`config.mk`:
```
export PLATFORM = sky130hd
export DESIGN_NAME = char_lcd_nibble_sequencer
export DESIGN_NICKNAME = d
export VERILOG_FILES = /design/src/rtl/clns_pkg.sv /design/src/rtl/clns_front.sv /design/src/rtl/clns_queue.sv /design/src/rtl/clns_back.sv /design/src/rtl/char_lcd_nibble_sequencer.sv
export SDC_FILE = /design/constraint.sdc
export NUM_CORES = 1
export LEC_CHECK = 0
export BUFFER_PORTS_ARGS = -buffer_cell sky130_fd_sc_hd__buf_2
export CAP_MARGIN = 10
export CORE_UTILIZATION = 45
export DETAILED_ROUTE_END_ITERATION = 10
export RECOVER_POWER = 100
export SYNTH_ARGS = -nofsm -noshare
export SYNTH_HDL_FRONTEND = slang
export SYNTH_SLANG_ARGS = --single-unit
```
`constraint.sdc`:
```
create_clock -name clk -period 9.8 [get_ports clk]
set_clock_uncertainty 0.1 [all_clocks]
set_input_delay 1.47 -clock clk [delete_from_list [all_inputs] [get_ports clk]]
set_output_delay 1.47 -clock clk [all_outputs]
set_load 0.03 [all_outputs]
```
`src/rtl/clns_pkg.sv`:
```
`timescale 1ns / 1ps
// Shared types and constants for the character LCD nibble sequencer.
// No dependencies; imported by every module of the block.
package clns_pkg;

    // Request beat as it arrives on the input channel
    typedef struct packed {
        logic [2:0] req_type;
        logic [7:0] byte_value;
        logic       line_sel;
        logic [5:0] column;
    } req_t;

    // One bus step on the output channel
    typedef struct packed {
        logic        drive_pulse;
        logic [3:0]  nibble;
        logic        reg_select;
        logic [7:0]  enable_high_us;
        logic [15:0] wait_after_us;
        logic        last;
    } step_t;

    // Live configuration handed to the back end
    typedef struct packed {
        logic [7:0]  enable_pulse_us;
        logic [7:0]  settle_us;
        logic [15:0] long_wait_us;
    } cfg_t;

    // Request kinds
    localparam logic [2:0] REQ_CMD   = 3'd0;
    localparam logic [2:0] REQ_DATA  = 3'd1;
    localparam logic [2:0] REQ_INIT  = 3'd2;
    localparam logic [2:0] REQ_CLEAR = 3'd3;
    localparam logic [2:0] REQ_POS   = 3'd4;

    // Configuration register indexes
    localparam logic [1:0] CFG_ENABLE_PULSE = 2'd0;
    localparam logic [1:0] CFG_SETTLE       = 2'd1;
    localparam logic [1:0] CFG_LONG_WAIT    = 2'd2;

    // Operations passed from front to back
    typedef enum logic [1:0] {
        OP_WAIT = 2'd0,  // wait-only step
        OP_NIB  = 2'd1,  // single nibble, fixed wait
        OP_BYTE = 2'd2   // two nibbles, settle wait plus extra
    } op_kind_t;

    typedef struct packed {
        op_kind_t    kind;
        logic [7:0]  value;
        logic        rs;
        logic [15:0] wait_us;  // full wait for OP_WAIT/OP_NIB, extra for OP_BYTE
        logic        last;
    } op_t;

    // Operation queue geometry
    localparam int QDEPTH = 4;
    localparam int QAW    = $clog2(QDEPTH);

    // Init run: one pause, four nibbles, six commands
    localparam int          SEQ_W         = 4;
    localparam logic [3:0]  INIT_LAST_SEQ = 4'd10;

    localparam logic [15:0] WAIT_POWER_UP = 16'd30000;
    localparam logic [15:0] WAIT_FIRST    = 16'd6000;
    localparam logic [15:0] WAIT_SHORT    = 16'd100;
    localparam logic [15:0] WAIT_CLEAR    = 16'd3000;

    localparam logic [7:0]  POS_BASE      = 8'h80;
    localparam logic [7:0]  POS_LINE_ODD  = 8'h40;
    localparam logic [7:0]  CMD_CLEAR     = 8'h01;
    localparam logic [7:0]  CMD_HOME      = 8'h02;

    // Operation for one position of the init run
    function automatic op_t init_op(input logic [SEQ_W-1:0] seq);
        op_t op;
        op.kind    = OP_BYTE;
        op.value   = 8'h00;
        op.rs      = 1'b0;
        op.wait_us = WAIT_SHORT;
        op.last    = 1'b0;
        unique case (seq) inside
            4'd0:
            begin
                op.kind    = OP_WAIT;
                op.wait_us = WAIT_POWER_UP;
            end
            4'd1:
            begin
                op.kind    = OP_NIB;
                op.value   = 8'h03;
                op.wait_us = WAIT_FIRST;
            end
            4'd2, 4'd3:
            begin
                op.kind  = OP_NIB;
                op.value = 8'h03;
            end
            4'd4:
            begin
                op.kind  = OP_NIB;
                op.value = 8'h02;
            end
            4'd5:  op.value = 8'h08;
            4'd6:  op.value = 8'h28;
            4'd7:  op.value = 8'h08;
            4'd8:  op.value = 8'h01;
            4'd9:  op.value = 8'h06;
            4'd10:
            begin
                op.value = 8'h0C;
                op.last  = 1'b1;
            end
            default: op.kind = OP_WAIT;
        endcase
        return op;
    endfunction

endpackage

```
`src/rtl/clns_front.sv`:
```
`timescale 1ns / 1ps
// Front end: accepts requests, classifies them and expands each into operations.
// Depends on clns_pkg; feeds clns_queue.
module clns_front import clns_pkg::*; (
    input  logic clk,
    input  logic rst_n,
    input  logic in_valid,
    output logic in_stall,
    input  req_t in_data,
    output logic push,
    output op_t  push_op,
    input  logic q_full
);

    logic             busy_reg,  busy_next;
    logic [2:0]       kind_reg,  kind_next;
    logic [SEQ_W-1:0] seq_reg,   seq_next;
    logic [7:0]       byte_reg,  byte_next;
    logic             accept;
    logic [7:0]       pos_byte;

    // Position command, computed in eight bits; the largest value is 8'hFF
    assign pos_byte = POS_BASE + {2'b00, in_data.column}
                    + (in_data.line_sel ? POS_LINE_ODD : 8'h00);

    // Operation for the current position of the run
    always_comb
    begin
        push_op.kind    = OP_BYTE;
        push_op.value   = byte_reg;
        push_op.rs      = 1'b0;
        push_op.wait_us = 16'd0;
        push_op.last    = 1'b1;
        unique case (kind_reg) inside
            REQ_CMD, REQ_POS: ;
            REQ_DATA: push_op.rs = 1'b1;
            REQ_INIT: push_op = init_op(seq_reg);
            REQ_CLEAR:
            begin
                push_op.value   = (seq_reg == '0) ? CMD_CLEAR : CMD_HOME;
                push_op.wait_us = WAIT_CLEAR;
                push_op.last    = (seq_reg != '0);
            end
            default: push_op.kind = OP_WAIT;
        endcase
    end

    assign push     = busy_reg && !q_full;
    assign in_stall = busy_reg && !(push && push_op.last);
    assign accept   = in_valid && !in_stall;

    // Run sequencing
    always_comb
    begin
        busy_next = busy_reg;
        kind_next = kind_reg;
        seq_next  = seq_reg;
        byte_next = byte_reg;
        if (push)
        begin
            seq_next = seq_reg + 1'b1;
            if (push_op.last)
                busy_next = 1'b0;
        end
        if (accept)
        begin
            // unknown kinds are taken and dropped
            busy_next = (in_data.req_type <= REQ_POS);
            kind_next = in_data.req_type;
            seq_next  = '0;
            byte_next = (in_data.req_type == REQ_POS) ? pos_byte : in_data.byte_value;
        end
    end

    always_ff @(posedge clk or negedge rst_n)
    begin
        if (!rst_n)
        begin
            busy_reg <= 1'b0;
            kind_reg <= REQ_CMD;
            seq_reg  <= '0;
        end
        else
        begin
            busy_reg <= busy_next;
            kind_reg <= kind_next;
            seq_reg  <= seq_next;
        end
    end

    always_ff @(posedge clk)
    begin
        byte_reg <= byte_next;
    end

endmodule

```
`src/rtl/clns_queue.sv`:
```
`timescale 1ns / 1ps
// Short operation queue between front and back end.
// Depends on clns_pkg (op_t, QDEPTH).
module clns_queue import clns_pkg::*; (
    input  logic clk,
    input  logic rst_n,
    input  logic push,
    input  op_t  push_op,
    output logic full,
    input  logic pop,
    output op_t  pop_op,
    output logic empty
);

    op_t            mem_reg [QDEPTH];
    logic [QAW-1:0] wr_ptr_reg, rd_ptr_reg;
    logic [QAW:0]   count_reg;

    assign full   = (count_reg == (QAW+1)'(QDEPTH));
    assign empty  = (count_reg == '0);
    assign pop_op = mem_reg[rd_ptr_reg];

    // Storage
    always_ff @(posedge clk)
    begin
        if (push)
            mem_reg[wr_ptr_reg] <= push_op;
    end

    // Pointers and fill count
    always_ff @(posedge clk or negedge rst_n)
    begin
        if (!rst_n)
        begin
            wr_ptr_reg <= '0;
            rd_ptr_reg <= '0;
            count_reg  <= '0;
        end
        else
        begin
            if (push)
                wr_ptr_reg <= wr_ptr_reg + 1'b1;
            if (pop)
                rd_ptr_reg <= rd_ptr_reg + 1'b1;
            if (push && !pop)
                count_reg <= count_reg + 1'b1;
            else if (pop && !push)
                count_reg <= count_reg - 1'b1;
        end
    end

endmodule

```
`src/rtl/clns_back.sv`:
```
`timescale 1ns / 1ps
// Back end: turns queued operations into bus steps, one step a cycle while the output is not stalled.
// Depends on clns_pkg; reads clns_queue and the configuration registers.
module clns_back import clns_pkg::*; (
    input  logic  clk,
    input  logic  rst_n,
    input  cfg_t  cfg,
    input  logic  q_empty,
    input  op_t   q_op,
    output logic  pop,
    output logic  out_valid,
    input  logic  out_stall,
    output step_t out_data
);

    logic        out_valid_reg;
    step_t       out_reg, out_next;
    logic        pend_reg, pend_next;
    op_t         hold_reg;
    logic        load;
    logic        add_long;
    logic [17:0] low_sum;
    logic [15:0] low_wait;

    assign load = !out_valid_reg || !out_stall;
    assign pop  = load && !pend_reg && !q_empty;

    // Final wait of a byte: settle plus extra, long wait on commands 1 to 3
    assign add_long = !hold_reg.rs && (hold_reg.value >= 8'd1) && (hold_reg.value <= 8'd3);
    assign low_sum  = {10'd0, cfg.settle_us} + {2'd0, hold_reg.wait_us}
                    + (add_long ? {2'd0, cfg.long_wait_us} : 18'd0);
    assign low_wait = (low_sum[17:16] != 2'd0) ? 16'hFFFF : low_sum[15:0];

    // Step selection
    always_comb
    begin
        out_next                = '0;
        pend_next               = pend_reg;
        if (pend_reg)
        begin
            out_next.drive_pulse    = 1'b1;
            out_next.nibble         = hold_reg.value[3:0];
            out_next.reg_select     = hold_reg.rs;
            out_next.enable_high_us = cfg.enable_pulse_us;
            out_next.wait_after_us  = low_wait;
            out_next.last           = hold_reg.last;
            pend_next               = 1'b0;
        end
        else if (!q_empty)
        begin
            unique case (q_op.kind)
                OP_WAIT:
                begin
                    out_next.wait_after_us = q_op.wait_us;
                    out_next.last          = q_op.last;
                end
                OP_NIB:
                begin
                    out_next.drive_pulse    = 1'b1;
                    out_next.nibble         = q_op.value[3:0];
                    out_next.reg_select     = q_op.rs;
                    out_next.enable_high_us = cfg.enable_pulse_us;
                    out_next.wait_after_us  = q_op.wait_us;
                    out_next.last           = q_op.last;
                end
                OP_BYTE:
                begin
                    out_next.drive_pulse    = 1'b1;
                    out_next.nibble         = q_op.value[7:4];
                    out_next.reg_select     = q_op.rs;
                    out_next.enable_high_us = cfg.enable_pulse_us;
                    pend_next               = 1'b1;
                end
                default: ;
            endcase
        end
    end

    always_ff @(posedge clk or negedge rst_n)
    begin
        if (!rst_n)
        begin
            out_valid_reg <= 1'b0;
            pend_reg      <= 1'b0;
        end
        else if (load)
        begin
            out_valid_reg <= pend_reg || !q_empty;
            if (pend_reg || !q_empty)
                pend_reg <= pend_next;
        end
    end

    // Payload registers
    always_ff @(posedge clk)
    begin
        if (load)
            out_reg <= out_next;
        if (pop)
            hold_reg <= q_op;
    end

    assign out_valid = out_valid_reg;
    assign out_data  = out_reg;

    // A pending low nibble means its high nibble is on the output
    a_pend_shown: assert property (@(posedge clk) disable iff (!rst_n)
        pend_reg |-> out_valid_reg && out_reg.drive_pulse)
        else $error("low nibble pending without high nibble on output");

    // The high nibble of a byte never closes a request
    a_high_not_last: assert property (@(posedge clk) disable iff (!rst_n)
        pend_reg |-> !out_reg.last)
        else $error("high nibble marked last");

    // Wait-only steps carry no pins and no enable time
    a_wait_clean: assert property (@(posedge clk) disable iff (!rst_n)
        (out_valid_reg && !out_reg.drive_pulse) |->
            (out_reg.nibble == 4'd0 && !out_reg.reg_select && out_reg.enable_high_us == 8'd0))
        else $error("wait-only step drives the bus");

endmodule

```
`src/rtl/char_lcd_nibble_sequencer.sv`:
```
`timescale 1ns / 1ps
// Top level of the character LCD nibble sequencer: configuration registers and wiring.
// Depends on clns_pkg, clns_front, clns_queue and clns_back.
//
// Each request is expanded into a run of LCD bus steps, one step per output beat.
// The back end emits one step per clock while the output is not stalled; a command,
// data or position request gives 2 steps, clear and home 4 and init 17; requests of
// kinds 5 to 7 are taken and produce nothing. The front end queues one operation per
// cycle, while the queue is not full, into a four-entry queue and takes the next request
// in the cycle it queues the last operation of the current one, so a new request can be
// taken while the steps of earlier ones are still queued. Configuration writes are always
// ready and take effect on steps produced after the write; index 3 is ignored.
module char_lcd_nibble_sequencer import clns_pkg::*; (
    input  logic        clk,
    input  logic        rst_n,
    input  logic        in_valid,
    output logic        in_stall,
    input  req_t        in_data,
    output logic        out_valid,
    input  logic        out_stall,
    output step_t       out_data,
    input  logic        cfg_valid,
    output logic        cfg_ready,
    input  logic [1:0]  cfg_index,
    input  logic [15:0] cfg_data
);

    cfg_t cfg_reg;
    logic q_push, q_full, q_pop, q_empty;
    op_t  q_push_op, q_pop_op;

    assign cfg_ready = 1'b1;

    // Configuration registers
    always_ff @(posedge clk or negedge rst_n)
    begin
        if (!rst_n)
        begin
            cfg_reg.enable_pulse_us <= 8'd5;
            cfg_reg.settle_us       <= 8'd45;
            cfg_reg.long_wait_us    <= 16'd2000;
        end
        else if (cfg_valid && cfg_ready)
        begin
            unique case (cfg_index)
                CFG_ENABLE_PULSE: cfg_reg.enable_pulse_us <= cfg_data[7:0];
                CFG_SETTLE:       cfg_reg.settle_us       <= cfg_data[7:0];
                CFG_LONG_WAIT:    cfg_reg.long_wait_us    <= cfg_data;
                default: ;
            endcase
        end
    end

    clns_front u_front (
        .clk      (clk),
        .rst_n    (rst_n),
        .in_valid (in_valid),
        .in_stall (in_stall),
        .in_data  (in_data),
        .push     (q_push),
        .push_op  (q_push_op),
        .q_full   (q_full)
    );

    clns_queue u_queue (
        .clk     (clk),
        .rst_n   (rst_n),
        .push    (q_push),
        .push_op (q_push_op),
        .full    (q_full),
        .pop     (q_pop),
        .pop_op  (q_pop_op),
        .empty   (q_empty)
    );

    clns_back u_back (
        .clk       (clk),
        .rst_n     (rst_n),
        .cfg       (cfg_reg),
        .q_empty   (q_empty),
        .q_op      (q_pop_op),
        .pop       (q_pop),
        .out_valid (out_valid),
        .out_stall (out_stall),
        .out_data  (out_data)
    );

endmodule

```
==> reports/results.ini <==
[detailed_routing]
drt_drc_violations_left = 0
final_routed_wire_length_divided_by_cell_count_um = 18.0
dr.pass1.iters = 4
routed-via-count = 5169
vias_per_cell = 5.30
drt-initial-drc-count = 239
ant_nets = 0
drt-total-wl_um = 17500

[die]
fp.dieH_um = 142
die_w_um = 142
num_io_pins = 75
die_outline_area_sq_um = 20100
start_util = 0.465
core_area_sq_um = 19000
fp-row-count = 50

[cts]
htree_num_levels = 4
post_cts_buffers = 0
clock_latency_ns = 0.43
max-clock-path-buffers = 2
clk_transition_reported_paths_ns = 0.07
hold_buf_cts = 0
cts_tree = done
post_cts_resized = 0
cts_buffers = 17
clock_sink_count = 186
root_buffer = clkbuf_16

[global_routing]
initial_antenna_violation_count = 0
track_usage = 0.186
first_global_vias = 5438
grt_max_degree = 50
grt_pass1_wl_um = 28200
gr-total-overflow = 0

[finish]
area.growth.synth_to_final_pct = 12.5
layout.cells.most_common = edfxtp_1
final_layout_size_suffix_gt1_frac = 0.218
design_area_sq_um = 9910
layout.cells.non_filler = 975
most_frequent_cells_in_the_layout = 137 x edfxtp_1, 42 x nand2_1, 40 x mux2_2, 40 x clkbuf_1
num-fill-cells = 1673
num_antenna_cells = 0
post-route-util = 0.523
number_of_flip_flops_in_the_largest_register = 80
finish.net_count = 780

[synth]
syn_inst = 624
post_synth.cell_area_avg_sq_um = 14.1
synth_cell_type_count = 63
synth_seq_cells = 186
synth_top_flop_cell = edfxtp_1
postSynthNetCount = 702
yosysWarningCount = 0
synth_enable_flop_cells = 137
post_synthesis_sequential_area_ratio = 0.608
synth.cell_area_sq_um = 8810
ys_async_sr_fraction = 0.263

[pwr]
share_seq_of_total_power = 0.411
p_leak_nw = 3.82
worst_voltage_drop_across_the_vdd_grid_uv = 139
netSwitchingPower_mw = 1.19
switching_portion_of_total_power = 0.376
power-per-cell-area_nw_per_um2 = 321
p_int_mw = 1.98
power.share.clock = 0.215
comb_power_share = 0.374
finalPower_mw = 3.18

[placed_design]
pre_cts_ws_ns = 5.72
place_inst = 943
final_weighted_congestion_in_routability_driven_placement = 0.853
io_buffers = 73
detailedPlacementHpwl_um = 12400
placement.cell_area_sq_um = 9430

[worst_setup_path]
max_stage_delay_ns = 1.07
critical_path_depth_in_cells = 14
kind_of_critical_path = flip-flop to flip-flop
critical_path.startpoint_type = flip-flop
crit_chain = ha_1 > fa_1 > a21o_1 > a21oi_1 > o21bai_1 > a21oi_1 > nor2_1 > a21boi_0 > ha_1 > and3_1 > o2111ai_1 > a31oi_1 > o21ai_0 > nand2_1
cp.arrival_ns = 4.74
crit_path_end_kind = flip-flop
crit_path_top_delay_cell = a31oi_1
critPathBufInv = 0
worstRegToRegCells = 14
worst_path_dominant_cell_family = compound AO/OA/AOI/OAI gates
worst-path-max-fanout = 15
cp_required_ns = 9.97

[timing]
post-route-period-util = 0.466
hold_violations = 0
rsz0062_at_grt = false
worst_slew_pin_slew_ns = 2.82
fin_worst_hold_slack_ns = 0.399
setup_violations = 0
final-max-slew-violation-count = 85
max_freq_mhz = 219
clock_period_minus_final_worst_setup_slack_ns = 4.57
maxSlewHeadroom = -0.881
final_critical_path_setup_slack_ns = 5.23
finalSetupTns_ns = 0

[hold_path]
hold_class = flip-flop to flip-flop
worst_hold_path.num_cells = 1

[outcome]
status = finished, violations left
failed_checks = max-capacitance violations, max-slew violations

[job]
drv_cap = 2

[worst register-to-register path, cell delays in order, from the launching register on]
cell	delay, ns
dfstp_2	0.37
ha_1	0.22
fa_1	0.41
a21o_1	0.19
a21oi_1	0.23
o21bai_1	0.10
a21oi_1	0.30
nor2_1	0.11
a21boi_0	0.25
ha_1	0.26
and3_1	0.24
o2111ai_1	0.14
a31oi_1	1.07
o21ai_0	0.26
nand2_1	0.16
[cell type report]
cell class                      instances  area, sq um  area share
Sequential cell                       186         5360       0.540
Multi-Input combinational cell        395         3200       0.323
Clock buffer                           18          439      0.0443
Timing Repair Buffer                   79          350      0.0353
Tap cell                              260          325      0.0328
Clock inverter                         14          156      0.0158
Inverter                               23         86.3     0.00871
[cells by family after synthesis]
family	Yosys count	share of synthesized area
DFF	186	0.608
xor gates and xnor gates	28	0.0278
muxes	65	0.110
adders and majority gates	37	0.0551
and+or+nand+nor	153	0.0885
other	1	0.000426
AOI/OAI and AO/OA	111	0.0877
buffers and inverters	43	0.0227
[synthesized netlist by cell type, types with 19 or more instances]
cell	instances	area share
dfrtp_1	37	0.11
nor2_1	33	0.014
edfxtp_1	137	0.47
xnor2_1	19	0.019
mux2_2	40	0.051
nand2_1	42	0.018
a21oi_1	21	0.012
ha_1	34	0.048
inv_1	22	0.0094
and2_1	25	0.018
o21ai_0	24	0.014
mux4_2	20	0.051
[layer usage]
metal,track usage,share of wire
met3,0.0415,0.034
met2,0.326,0.51
met4,0.0413,0.0082
met5,0,0
met1,0.234,0.45
[power groups by stage]
stage               Sequential (mW)  Combinational, mW  Clock, mW
finish                         1.31               1.19      0.685
detailed placement             1.32               1.22          0
global route                   1.34               1.31      0.731
global placement               1.31               1.20          0
CTS                            1.31               1.23      0.699
floorplan                      1.39              0.829          0
[path summary, 6_finish.rpt]
path                                         endpoint         from  slack (ns)
worst max-delay path               u_back.out_data[9]  cfg_reg[18]        5.23
worst min-delay path                      cfg_reg[25]  cfg_reg[25]        0.40
worst max register to register     u_back.out_data[9]  cfg_reg[18]        5.23
worst min register to register            cfg_reg[25]  cfg_reg[25]        0.40
max in group asynchronous       u_queue.rd_ptr_reg[1]        rst_n        6.05
min in group asynchronous                 cfg_reg[13]        rst_n        1.93
No activity file was read; power rests on OpenSTA's default activity.
